## src/hdl/icdf_pkg.sv

```systemverilog
// Package with the shared types and constants of the inverse CDF energy sampler.
package icdf_pkg;

  // Field widths of the item payloads and the configuration register.
  localparam int ENERGY_W  = 32;
  localparam int CUM_W     = 33;
  localparam int SLOPE_W   = 40;
  localparam int FRAC_W    = 32;
  localparam int INDEX_W   = 10;
  localparam int COUNT_W   = 11;

  // One table entry as stored in memory: {energy, cumulative, slope}.
  localparam int ENTRY_W   = ENERGY_W + CUM_W + SLOPE_W;

  // The 33 x 40 product is built from two 33 x 20 partial products.
  localparam int SLOPE_LO_W = 20;
  localparam int PROD_W     = CUM_W + SLOPE_LO_W;
  localparam int FULL_W     = CUM_W + SLOPE_W;
  localparam int OFF_W      = FULL_W - FRAC_W;

  // Smallest number of table points that forms one bin.
  localparam int MIN_POINTS = 2;

  // Configuration port.
  localparam int CFG_DW = 32;
  localparam int CFG_AW = 3;
  localparam logic CFG_IDX_BIN_COUNT = 1'b0;
  localparam logic [COUNT_W-1:0] BIN_COUNT_RESET = COUNT_W'(2);

  // Item mode codes.
  localparam logic MODE_LOAD   = 1'b0;
  localparam logic MODE_SAMPLE = 1'b1;

  // Controller states.
  typedef enum logic [3:0] {
    ST_IDLE,
    ST_TOP,
    ST_BOT,
    ST_STEP,
    ST_CAP,
    ST_MULA,
    ST_MULB,
    ST_SUM,
    ST_EMIT
  } ctrl_state_t;

  // Datapath operations, one per cycle.
  typedef enum logic [3:0] {
    OP_NONE,
    OP_LOAD,
    OP_START,
    OP_TOP,
    OP_BOT,
    OP_STEP,
    OP_CAP,
    OP_MULA,
    OP_MULB,
    OP_SUM,
    OP_EMIT
  } dp_op_t;

  typedef struct packed {
    dp_op_t op;
  } dp_cmd_t;

  typedef struct packed {
    logic is_sample;
    logic cum_ge;
    logic bot_done;
    logic step_done;
  } dp_status_t;

endpackage

```

## src/hdl/icdf_ctrl.sv

```systemverilog
// Controller state machine that sequences load, search, multiply and result steps.
module icdf_ctrl (
  input  logic                 clk,
  input  logic                 rst_n,
  input  logic                 in_valid,
  output logic                 in_ready,
  output logic                 out_valid,
  input  logic                 out_ready,
  output icdf_pkg::dp_cmd_t    cmd,
  input  icdf_pkg::dp_status_t status
);

  icdf_pkg::ctrl_state_t state_r, state_nxt;
  logic                  out_valid_r, out_valid_nxt;
  logic                  slot_free;
  logic                  in_accept;

  assign slot_free = !out_valid_r || out_ready;
  assign in_accept = in_valid && in_ready;

  // Next state.
  always_comb begin
    state_nxt = state_r;
    unique case (state_r)
      icdf_pkg::ST_IDLE: begin
        if (in_valid && status.is_sample) begin
          state_nxt = icdf_pkg::ST_TOP;
        end
      end
      icdf_pkg::ST_TOP: begin
        state_nxt = status.cum_ge ? icdf_pkg::ST_CAP : icdf_pkg::ST_BOT;
      end
      icdf_pkg::ST_BOT: begin
        state_nxt = status.bot_done ? icdf_pkg::ST_CAP : icdf_pkg::ST_STEP;
      end
      icdf_pkg::ST_STEP: begin
        if (status.step_done) begin
          state_nxt = icdf_pkg::ST_CAP;
        end
      end
      icdf_pkg::ST_CAP:  state_nxt = icdf_pkg::ST_MULA;
      icdf_pkg::ST_MULA: state_nxt = icdf_pkg::ST_MULB;
      icdf_pkg::ST_MULB: state_nxt = icdf_pkg::ST_SUM;
      icdf_pkg::ST_SUM:  state_nxt = icdf_pkg::ST_EMIT;
      icdf_pkg::ST_EMIT: begin
        if (slot_free) begin
          state_nxt = icdf_pkg::ST_IDLE;
        end
      end
      default: state_nxt = icdf_pkg::ST_IDLE;
    endcase
  end

  // Datapath command and handshake outputs.
  always_comb begin
    in_ready = 1'b0;
    cmd.op   = icdf_pkg::OP_NONE;
    unique case (state_r)
      icdf_pkg::ST_IDLE: begin
        in_ready = 1'b1;
        if (in_valid) begin
          cmd.op = status.is_sample ? icdf_pkg::OP_START : icdf_pkg::OP_LOAD;
        end
      end
      icdf_pkg::ST_TOP:  cmd.op = icdf_pkg::OP_TOP;
      icdf_pkg::ST_BOT:  cmd.op = icdf_pkg::OP_BOT;
      icdf_pkg::ST_STEP: cmd.op = icdf_pkg::OP_STEP;
      icdf_pkg::ST_CAP:  cmd.op = icdf_pkg::OP_CAP;
      icdf_pkg::ST_MULA: cmd.op = icdf_pkg::OP_MULA;
      icdf_pkg::ST_MULB: cmd.op = icdf_pkg::OP_MULB;
      icdf_pkg::ST_SUM:  cmd.op = icdf_pkg::OP_SUM;
      icdf_pkg::ST_EMIT: cmd.op = slot_free ? icdf_pkg::OP_EMIT : icdf_pkg::OP_NONE;
      default:           cmd.op = icdf_pkg::OP_NONE;
    endcase
  end

  // The result register is full from the emit step until the receiver takes the item.
  always_comb begin
    out_valid_nxt = (out_valid_r && !out_ready) ||
                    (state_r == icdf_pkg::ST_EMIT && slot_free);
  end

  always_ff @(posedge clk) begin
    if (!rst_n) begin
      state_r     <= icdf_pkg::ST_IDLE;
      out_valid_r <= 1'b0;
    end else begin
      state_r     <= state_nxt;
      out_valid_r <= out_valid_nxt;
    end
  end

  assign out_valid = out_valid_r;

  // A sample item always starts with the probe of the top table point.
  a_sample_starts: assert property (@(posedge clk) disable iff (!rst_n)
    in_accept && status.is_sample |=> state_r == icdf_pkg::ST_TOP)
    else $error("sample item did not start the search");

  // The emit step fills the result register and frees the block.
  a_emit_fills: assert property (@(posedge clk) disable iff (!rst_n)
    state_r == icdf_pkg::ST_EMIT && slot_free |=>
      out_valid_r && state_r == icdf_pkg::ST_IDLE)
    else $error("emit step did not deliver a result");

  // A result appears only out of the emit step.
  a_result_source: assert property (@(posedge clk) disable iff (!rst_n)
    $rose(out_valid_r) |-> $past(state_r) == icdf_pkg::ST_EMIT)
    else $error("result appeared outside the emit step");

endmodule

```

## config.mk

```make
export PLATFORM = sky130hd
export DESIGN_NAME = icdf_ctrl
export DESIGN_NICKNAME = d
export VERILOG_FILES = /design/src/hdl/icdf_pkg.sv /design/src/hdl/icdf_ctrl.sv
export SDC_FILE = /design/constraint.sdc
export NUM_CORES = 1
export LEC_CHECK = 0
export ABC_AREA = 1
export BUFFER_PORTS_ARGS = -buffer_cell sky130_fd_sc_hd__buf_2
export CORE_AREA = 2 2 39 41
export DETAILED_ROUTE_END_ITERATION = 10
export DIE_AREA = 0 0 41 43
export HOLD_SLACK_MARGIN = 0.05
export PLACE_DENSITY = 0.5
export SKIP_CTS_REPAIR_TIMING = 1
export SYNTH_ARGS = -nofsm -noshare
export SYNTH_HDL_FRONTEND = slang
export SYNTH_SLANG_ARGS = --single-unit
```

## constraint.sdc

```tcl
create_clock -name clk -period 1.7 [get_ports clk]
set_input_delay 0.17 -clock clk [delete_from_list [all_inputs] [get_ports clk]]
set_output_delay 0.17 -clock clk [all_outputs]
set_load 0.005 [all_outputs]
```

* After elaboration in Yosys (flattened, before gate mapping)
Cells that the tools add are included.
** Word-level totals
- Output and inout port bits :: 6
- Register bits after elaboration :: 5
- Logic and storage cells :: 33
** Operators by class
- Reduce and logical (&&, ||, !) cells :: 9
- Equal/unequal tests :: 11
- Muxes and demuxes :: 11
** Operators with widths (number)
- $pmux 4 s9 :: 2
- $eq 4x3->1 const B :: 4
- $mux 4 :: 4
- $eq 4x2->1 const B :: 2
- $mux 3 :: 2
- $ne 2x2->1 const B :: 3
- $eq 4x1->1 const B :: 1
- $eq 4x4->1 const B :: 1
- $logic_not 4->1 :: 1
- $mux 2 :: 2
- $logic_and 1x1->1 :: 3
- $reduce_and 3->1 :: 1
- $logic_not 1->1 :: 2
- $logic_or 1x1->1 :: 2
- $mux 1 :: 1

* Logic depth before layout (Yosys ltp)
Gate-level depths: netlist (run 1).
- Depth in word-level cells :: 4
- Mapped depth :: 8

* Least setup slack after synthesis (run 1)
Ideal clock, no wire load.
- Kind :: reg-to-output
- Start point :: register state_r[0]
- End point :: output port cmd[0] (netlist name)
- Setup slack :: 0.648 ns
- Arrival time :: 0.882 ns
- Required time :: 1.530 ns
- Buffers on the path :: 0
- Stages on the path, launching flop included :: 4
- Cell sequence :: dfxtp_1 nor2_2 nand2_1 o32ai_1
** RTL lines
- start: declaration :: line icdf_ctrl.sv:13 : icdf_pkg::ctrl_state_t state_r, state_nxt;
- start signal: assignment :: line icdf_ctrl.sv:85 : state_r <= icdf_pkg::ST_IDLE;
- start signal: assignment :: line icdf_ctrl.sv:88 : state_r <= state_nxt;
- end: declaration :: line icdf_ctrl.sv:9 : output icdf_pkg::dp_cmd_t cmd,

==> metrics.md, run 1 <==
| Metric | Value |
|---|---|
| Post-synthesis cell area | 368 um2 |
| CP Cell Sequence | nor2_2 > nand2_1 > o32ai_1 > buf_2 |
| RSZ-0062 raised after global routing | no |
| I/O pin cnt | 14 |
| DRC violations left | 0 |
| CP bufs+invs | 1 |
| Largest net degree at the start of global routing | 8 |
| FP Rows | 14 |
| Data required, critical path | about 1.5 ns |
| Die Y | about 43 um |
| Sequential area share after synthesis | 0.272 |
| Setup_tns | 0 ns |
| First-pass GRT wire length | 1290 um |
| Synth cell types | 15 |
| Clock sinks | 5 |
| Final Max Tran Viols | 0 |
| Worst-Skew Late Latency | ~0.24 ns |
| Status | completed |
| Worst Hold Class | input pin to flop |
| Area Overhead vs Synth | 30.3% |
| Worst-path cell with the longest stage delay | dfxtp_1 |
| Hpwl dp | between 700 and 800 um |
| Hold Fails Final Rpt | 0 |
| Drt via density | ~4.4 |
| Clk pin slew, worst setup/hold paths | approximately 0.04 ns |
| Layout cell share with drive strength beyond 1 | 0.333 |
| Post-Syn Instances | between 60 and 70 |
| Mean area per synthesized cell | 6.03 um2 |
| Worst EP arrival | 1.29 ns |
| Clk buf depth | 2 |
| Congestion Overflow GR | 0 |
| Worst-margin pin slew | approximately 0.25 ns |
| Vias in the first global route | 361 |
| Total placed instance area | 453 um2 |
| H-tree levels | 1 |
| Layout Cells excl Fill | 94 |
| Worst setup EP type | output pin |
| Clk_skew | 0.00383 ns |
| Maximum fanout along the worst path | 5 |
| Drt first pass iters | 4 |
| Worst relative slew slack | 0.836 |
| PD cells | 855 mW/mm2 |
| CTS tree | done |
| WS Path Type | flop to output pin |
| ANT nets after route | 0 |
| Yosys warnings | 0 |
| Layout Nets | 87 |
| Drt wl/cell | about 8.9 um |
| Vias post-DR | 416 |
| CP top delay family | simple AND/OR/NAND/NOR gates |
| CORE AREA | 0.00138 mm2 |
| LEAKAGE | 0.254 nW |
| Startpoint Class | flop |
| Pre-CTS WS | 0.484 ns |
| FMAX | 0.683 GHz |
| Die Wd | roughly 40 um |
| Fillers | approximately 170 |
| Number of diodes | 0 |
| PnR Total Power | 0.000410 W |
| Total Die Area | around 0.0018 mm2 |
| Peak supply drop | around 0.32 mV |
| Final setup viols | 0 |
| Root Driver | clkbuf_4 |
| Port Buffers | 13 |
| Placed Cells | 90 |
| Initial Util | 0.266 |
| Fin worst setup slack | 0.236 ns |
| Total track usage | 0.113 |
| Net Count, Synth | 69 |
| Synthesized flop and latch total | 5 |
| Crit-path max cell delay | 0.34 ns |
| Post-Route WL | 837 um |
| Final Critical Period | 1.46 ns |
| Design area | 479 um2 |
| Starting DRC count in detailed routing | 8 |
| Max_cap viols | 0 |
| Gpl congestion | 0.758 |
| Initial antenna violation count | 0 |
| Clock buffer count from CTS | 3 |
| Final Cycle Share | 0.861 |
==> sequential cells by signal, summed over array words and instances, names as in the netlist <==
register / cells
out_valid: 1
state_r: 4
==> power by group <==
| part | internal (W) | switching, W | total (W) |
|---|---|---|---|
| logic | 0.0000572 | 0.0000793 | 0.000136 |
| registers | 0.000126 | 0.0000126 | 0.000139 |
| clock network | 0.0000886 | 0.0000458 | 0.000134 |
| total | 0.000272 | 0.000138 | 0.000410 |
==> cell usage after synthesis <==
cell type	number	area share
a21oi_1	3	0.041
dfxtp_1	5	0.27
inv_1	11	0.11
inv_2	5	0.051
nand2_1	11	0.11
nand3_1	8	0.11
nor2_1	5	0.051
nor2_2	3	0.051
nor2_4	1	0.031
nor3_2	1	0.027
o2111ai_1	1	0.024
o211ai_1	2	0.041
o21ai_0	3	0.041
o21ai_1	1	0.014
o32ai_1	1	0.024
==> metal layers <==
metal,vias up,GRT usage,routed length (um)
met3,2,0.0471,59
li1,228,-,-
met1,176,0.0965,358
met5,-,0,0
met4,0,0.0800,9
met2,10,0.194,410
==> per-stage QoR <==
step,utilization,hold WS (ns)
after floorplan,-,0.268
after global placement,0.327,0.378
after detailed placement,0.327,0.377
after CTS,0.346,0.133
after global routing,0.346,0.151
final,0.346,0.131
==> worst reg2reg max path, stage by stage (launching register included) <==
cell     delay [ns]
dfxtp_1        0.40
inv_2          0.07
nor2_2         0.12
nand3_1        0.10
nand2_1        0.09
inv_1          0.04
a21oi_1        0.12
nor2_1         0.05
==> final cells by class <==
| class | count | area [um2] | area share |
|---|---|---|---|
| clock buffers | 4 | 26.3 | 0.0548 |
| inverters | 16 | 60.1 | 0.125 |
| multi-input cells | 40 | 208 | 0.433 |
| flip-flops and latches | 5 | 100 | 0.209 |
| well taps | 16 | 20.0 | 0.0418 |
| repair buffers | 13 | 65.1 | 0.136 |
==> cell usage in the layout, fill, tap and decap left out <==
cell type / count
a21oi_1: 3
buf_2: 13
clkbuf_1: 1
clkbuf_4: 3
dfxtp_1: 5
inv_1: 11
inv_2: 5
nand2_1: 11
nand3_1: 8
nor2_1: 5
nor2_2: 3
nor2_4: 1
nor3_2: 1
o2111ai_1: 1
o211ai_1: 2
o21ai_0: 3
o21ai_1: 1
o32ai_1: 1
==> logic make-up after synthesis <==
group	count (synthesis)	synth area share
simple gates	29	0.381
flops	5	0.272
compound gates	11	0.184
buf+inv	16	0.163
==> worst paths after layout <==
kind | cells past startpoint | from | end | slack, ns
min | 3 | rst_n | state_r[1] | 0.13
min reg2reg | 4 | out_valid | out_valid | 0.56
max | 4 | state_r[0] | cmd[0] | 0.24
max reg2reg | 7 | state_r[3] | state_r[0] | 0.61
No activity file was read; power rests on OpenSTA's default activity.
==> run 2, diff against run 1 <==
- CELL_PAD_IN_SITES_DETAIL_PLACEMENT: unset -> 0
- CELL_PAD_IN_SITES_GLOBAL_PLACEMENT: unset -> 1
- PLACE_DENSITY: 0.5 -> 0.7
==> run 2 against run 1 <==
Against the previous run: design area stayed put; non-clock buffer count stayed put; die area stayed put; first-iteration DRC count is 88% higher; critical path depth stayed put; utilization stayed put.
==> metrics.md, run 2 (same netlist as run 1, synthesis figures left out) <==
| Metric | Value |
|---|---|
| Most common cell after layout, fill and taps aside | buf_2 |
| ANT nets after route | 0 (unchanged) |
| Worst reg2reg setup slack | 0.61 ns (about the same) |
| DRC violations left | 0 (unchanged) |
| Crit-path max cell delay | 0.34 ns (about the same) |
| Critical path destination | cmd[0] |
| Hold Fails Final Rpt | 0 (unchanged) |
| Peak supply drop | 0.373 mV (+18%) |
| Worst-margin pin slew | 0.250 ns (+0.00439 ns) |
| Max FFs per register | 4 (unchanged) |
| Die Wd | 41 um (unchanged) |
| WHS Path Cells | 3 (unchanged) |
| Pre-CTS WS | 0.489 ns (+0.00515 ns) |
| Fin worst setup slack | 0.252 ns (+0.0159 ns) |
| RSZ-0062 raised after global routing | no |
| FMAX | 0.690 GHz (+1.1%) |
| Clk buf depth | 2 (unchanged) |
| WS Path Type | flop to output pin |
| Worst setup EP type | output pin |
| Worst-path cell with the longest stage delay | dfxtp_1 |
| Drt wl/cell | 9.16 um (+2.9%) |
| Data required, critical path | 1.53 ns (about the same) |
| Worst relative slew slack | 0.833 (-0.00294) |
| PD cells | 851 mW/mm2 (-0.48%) |
| Worst reg2reg path endpoint | state_r[0] |
| Congestion Overflow GR | 0 (unchanged) |
| CP Cell Sequence | nor2_2 > nand2_1 > o32ai_1 > buf_2 |
| Status | completed |
| Commonest non-fill, non-tap cells in the layout | 13 x buf_2, 11 x nand2_1, 11 x inv_1, 8 x nand3_1 |
| Clk_skew | 0.00347 ns (-0.000362 ns) |
| Vias in the first global route | 411 (+14%) |
| FF-to-FF Start | state_r[3] |
| Clock sinks | 5 (unchanged) |
| Gpl congestion | 0.735 (-3.0%) |
| Setup_tns | 0 ns (unchanged) |
| LEAKAGE | 0.254 nW (unchanged) |
| Clock buffer count from CTS | 3 (unchanged) |
| Worst-Skew Late Latency | 0.24 ns (about the same) |
| Startpoint Class | flop |
| Area Overhead vs Synth | 30.3% (unchanged) |
| Worst Hold Class | input pin to flop |
| CORE AREA | 0.00138 mm2 (unchanged) |
| Top reg by flops | state_r |
| Maximum fanout along the worst path | 5 (unchanged) |
| I/O pin cnt | 14 (unchanged) |
| Die Y | 43 um (unchanged) |
| Vias post-DR | 427 (+2.6%) |
| CTS tree | done |
| Layout Nets | 87 (unchanged) |
| Max_cap viols | 0 (unchanged) |
| Layout cell share with drive strength beyond 1 | 0.333 (unchanged) |
| Total Die Area | 0.00176 mm2 (unchanged) |
| H-tree levels | 1 (unchanged) |
| Starting DRC count in detailed routing | 15 (+7) |
| Largest net degree at the start of global routing | 8 (unchanged) |
| Number of diodes | 0 (unchanged) |
| FP Rows | 14 (unchanged) |
| Post-Route WL | 861 um (+2.9%) |
| Worst EP arrival | 1.28 ns (about the same) |
| Initial antenna violation count | 0 (unchanged) |
| Clk pin slew, worst setup/hold paths | 0.04 ns (about the same) |
| Final Cycle Share | 0.852 (-0.00933) |
| First-pass GRT wire length | 1610 um (+25%) |
| Final Critical Period | 1.45 ns (-0.0159 ns) |
| Port Buffers | 13 (unchanged) |
| Hpwl dp | 764 um (+4.0%) |
| Crit path launch | state_r[0] |
| Final setup viols | 0 (unchanged) |
| Total track usage | 0.139 (+0.0251) |
| Drt via density | 4.54 (+2.6%) |
| Drt first pass iters | 4 (unchanged) |
| Initial Util | 0.266 (unchanged) |
| Final Max Tran Viols | 0 (unchanged) |
| Root Driver | clkbuf_4 |
| R2R cell count | 7 (unchanged) |
run 2: cell counts in the layout (fill, tap and decap cells not counted):
Identical to the previous run, type by type.
run 2: through the flow:
stage                      util  power [W]  instances  hold WS, ns  instance area (um2)
after global routing      0.346   0.000449         94        0.170                  479
after floorplan               -   0.000229         61        0.268                  368
after CTS                 0.346   0.000415         94        0.130                  479
after global placement    0.327   0.000279         90        0.372                  453
final                     0.346   0.000408         94        0.134                  479
after detailed placement  0.327   0.000278         90        0.376                  453
run 2: worst min path at each step:
stage / start / end / slack [ns]
global placement: rst_n / state_r[1] / 0.37
detailed placement: rst_n / state_r[1] / 0.38
floorplan: rst_n / state_r[1] / 0.27
finish: rst_n / state_r[1] / 0.13
CTS: rst_n / state_r[1] / 0.13
global route: rst_n / state_r[1] / 0.17
run 2: final cells by class:
| cell class | instances | area (um2) |
|---|---|---|
| inverter | 16 | 60.1 |
| timing repair buffer | 13 | 65.1 |
| fill | 164 | 905 |
| sequential | 5 | 100 |
| multi-input combinational | 40 | 208 |
| tap | 16 | 20.0 |
| clock buffer | 4 | 26.3 |
run 2: power by group:
part | internal (W) | switching (W)
Sequential | 0.000126 | 0.0000125
Clock | 0.0000884 | 0.0000438
Combinational | 0.0000572 | 0.0000794
Total | 0.000272 | 0.000136
run 2: routing by layer:
metal | global-route usage | vias to the layer above | share of wire
li1 | - | 227 | -
met1 | 0.154 | 187 | 0.44
met2 | 0.206 | 11 | 0.50
met3 | 0.0471 | 2 | 0.051
met4 | 0.100 | 0 | 0.010
met5 | 0 | - | 0
run 2: critical path, delay by kind of cell (launching register included):
kind,cells,cell delay (ns)
AO/OA/AOI/OAI,1,0.22
buffers and inverters,1,0.15
flip-flops,1,0.34
AND/OR/NAND/NOR,2,0.33
==> run 3, diff against run 2 <==
- BUFFER_PORTS_ARGS: -buffer_cell sky130_fd_sc_hd__buf_2 -> unset
- DONT_BUFFER_PORTS: unset -> 1
- PLACE_DENSITY: 0.7 -> 0.56
==> run 3 against run 2 <==
Against the previous run: wire length unchanged; design area down 11%; critical endpoint unchanged; sequential power about the same; non-clock buffer count decreased by 12; combinational power down 20%; die area did not move; sequential share of layout area increased by 2.7 points; sequential cell count unchanged; clock power increased by 5%; count of clock-buffer cells in the layout stayed put.
==> metrics.md, run 3 (same netlist as run 1, synthesis figures left out) <==
| Metric | Value |
|---|---|
| Status | completed |
| Final Cycle Share | 0.837 (-0.0149) |
| Initial Util | 0.266 (unchanged) |
| Number of diodes | 0 (unchanged) |
| Clock sinks | 5 (unchanged) |
| Hold Fails Final Rpt | 0 (unchanged) |
| Commonest non-fill, non-tap cells in the layout | 11 x nand2_1, 11 x inv_1, 8 x nand3_1 |
| Drt wl/cell | 10.5 um (+15%) |
| Worst-margin pin slew | 0.303 ns (+0.0528 ns) |
| Layout Nets | 75 (-14%) |
| Clk_skew | 0.00311 ns (-0.000361 ns) |
| Largest net degree at the start of global routing | 8 (unchanged) |
| Port Buffers | 0 (-13) |
| Crit-path max cell delay | 0.35 ns (about the same) |
| Final setup viols | 0 (unchanged) |
| Vias post-DR | 389 (-8.9%) |
| Clk pin slew, worst setup/hold paths | 0.05 ns (about the same) |
| FMAX | 0.703 GHz (+1.8%) |
| CTS tree | done |
| Pre-CTS WS | 0.520 ns (+0.0308 ns) |
| CORE AREA | 0.00138 mm2 (unchanged) |
| Worst setup EP type | output pin |
| Worst reg2reg setup slack | 0.59 ns (-0.02 ns) |
| First-pass GRT wire length | 1570 um (-2.6%) |
| Setup_tns | 0 ns (unchanged) |
| Worst relative slew slack | 0.798 (-0.0349) |
| DRC violations left | 0 (unchanged) |
| Total track usage | 0.132 (-0.00616) |
| CP Cell Sequence | nor2_2 > nand2_1 > o32ai_1 |
| LEAKAGE | 0.202 nW (-20%) |
| Data required, critical path | 1.53 ns (about the same) |
| Die Wd | 41 um (unchanged) |
| Maximum fanout along the worst path | 5 (unchanged) |
| Starting DRC count in detailed routing | 5 (-10) |
| Vias in the first global route | 391 (-4.9%) |
| Drt via density | 4.74 (+4.4%) |
| Peak supply drop | 0.339 mV (-9.1%) |
| Post-Route WL | 861 um (unchanged) |
| Congestion Overflow GR | 0 (unchanged) |
| Clk buf depth | 2 (unchanged) |
| Root Driver | clkbuf_4 |
| Fin worst setup slack | 0.277 ns (+0.0254 ns) |
| WS Path Type | flop to output pin |
| Worst-Skew Late Latency | 0.24 ns (about the same) |
| Total placed instance area | 388 um2 (-14%) |
| ANT nets after route | 0 (unchanged) |
| Final Critical Period | 1.42 ns (-0.0254 ns) |
| Layout cell share with drive strength beyond 1 | 0.197 (-0.136) |
| Die Y | 43 um (unchanged) |
| Worst EP arrival | 1.25 ns (-0.03 ns) |
| Gpl congestion | 0.670 (-8.9%) |
| Final Max Tran Viols | 0 (unchanged) |
| RSZ-0062 raised after global routing | no |
| Drt first pass iters | 3 (-1) |
| Total Die Area | 0.00176 mm2 (unchanged) |
| FP Rows | 14 (unchanged) |
| Worst Hold Class | input pin to flop |
| I/O pin cnt | 14 (unchanged) |
| Fillers | 166 (+1.2%) |
| Initial antenna violation count | 0 (unchanged) |
| Area Overhead vs Synth | 15.3% |
| Max FFs per register | 4 (unchanged) |
| Max_cap viols | 0 (unchanged) |
| Clock buffer count from CTS | 3 (unchanged) |
| Worst-path cell with the longest stage delay | dfxtp_1 |
| PD cells | 915 mW/mm2 (+7.5%) |
| H-tree levels | 1 (unchanged) |
| Design area | 424 um2 (-11%) |
| Top reg by flops | state_r |
| Hpwl dp | 740 um (-3.1%) |
| Startpoint Class | flop |
## run 3: changes by cell type in the layout (fill, tap and decap cells not counted)
cell           change
buf_2             -13
dlygate4sd3_1      +1
## run 3: final cells by class
class | count | area [um2] | share of cell area
well taps | 16 | 20.0 | 0.0472
clock buffers | 4 | 26.3 | 0.0619
flip-flops and latches | 5 | 100 | 0.236
multi-input cells | 40 | 208 | 0.490
inverters | 16 | 60.1 | 0.142
repair buffers | 1 | 10.0 | 0.0236
## run 3: stage by stage
| stage | total power [W] | util | hold slack, ns | instances |
|---|---|---|---|---|
| 2_1_floorplan | 0.000229 | - | 0.268 | 61 |
| 3_3_place_gp | 0.000254 | 0.280 | 0.271 | 77 |
| 3_5_place_dp | 0.000251 | 0.280 | 0.279 | 77 |
| 4_1_cts | 0.000394 | 0.299 | 0.0238 | 81 |
| 5_1_grt | 0.000429 | 0.307 | 0.139 | 82 |
| 6_report | 0.000388 | 0.307 | 0.118 | 82 |
## run 3: layer usage
metal / vias to the layer above / GRT usage / share of wire
li1: 203 / - / -
met1: 174 / 0.163 / 0.48
met2: 10 / 0.184 / 0.45
met3: 2 / 0.0366 / 0.062
met4: 0 / 0.100 / 0.010
met5: - / 0 / 0
## run 3: power breakdown
group,total (W),switching [W],internal (W),leakage (nW)
Clock,0.000138,0.0000491,0.0000888,0.0150
Sequential,0.000140,0.0000135,0.000126,0.0406
Combinational,0.000110,0.0000720,0.0000384,0.147
## run 3: worst paths after layout
path                    from    endpoint  cells after the start
hold reg to reg    out_valid   out_valid                      4
setup reg to reg  state_r[1]  state_r[2]                      5
setup / recovery  state_r[0]      cmd[0]                      3
hold / removal         rst_n  state_r[0]                      2
## run 3: worst max-delay path: cells and delay by family (launching register included)
kind               cells  cell delay [ns]
and+or+nand+nor        2             0.36
AOI/OAI and AO/OA      1             0.31
DFF                    1             0.35
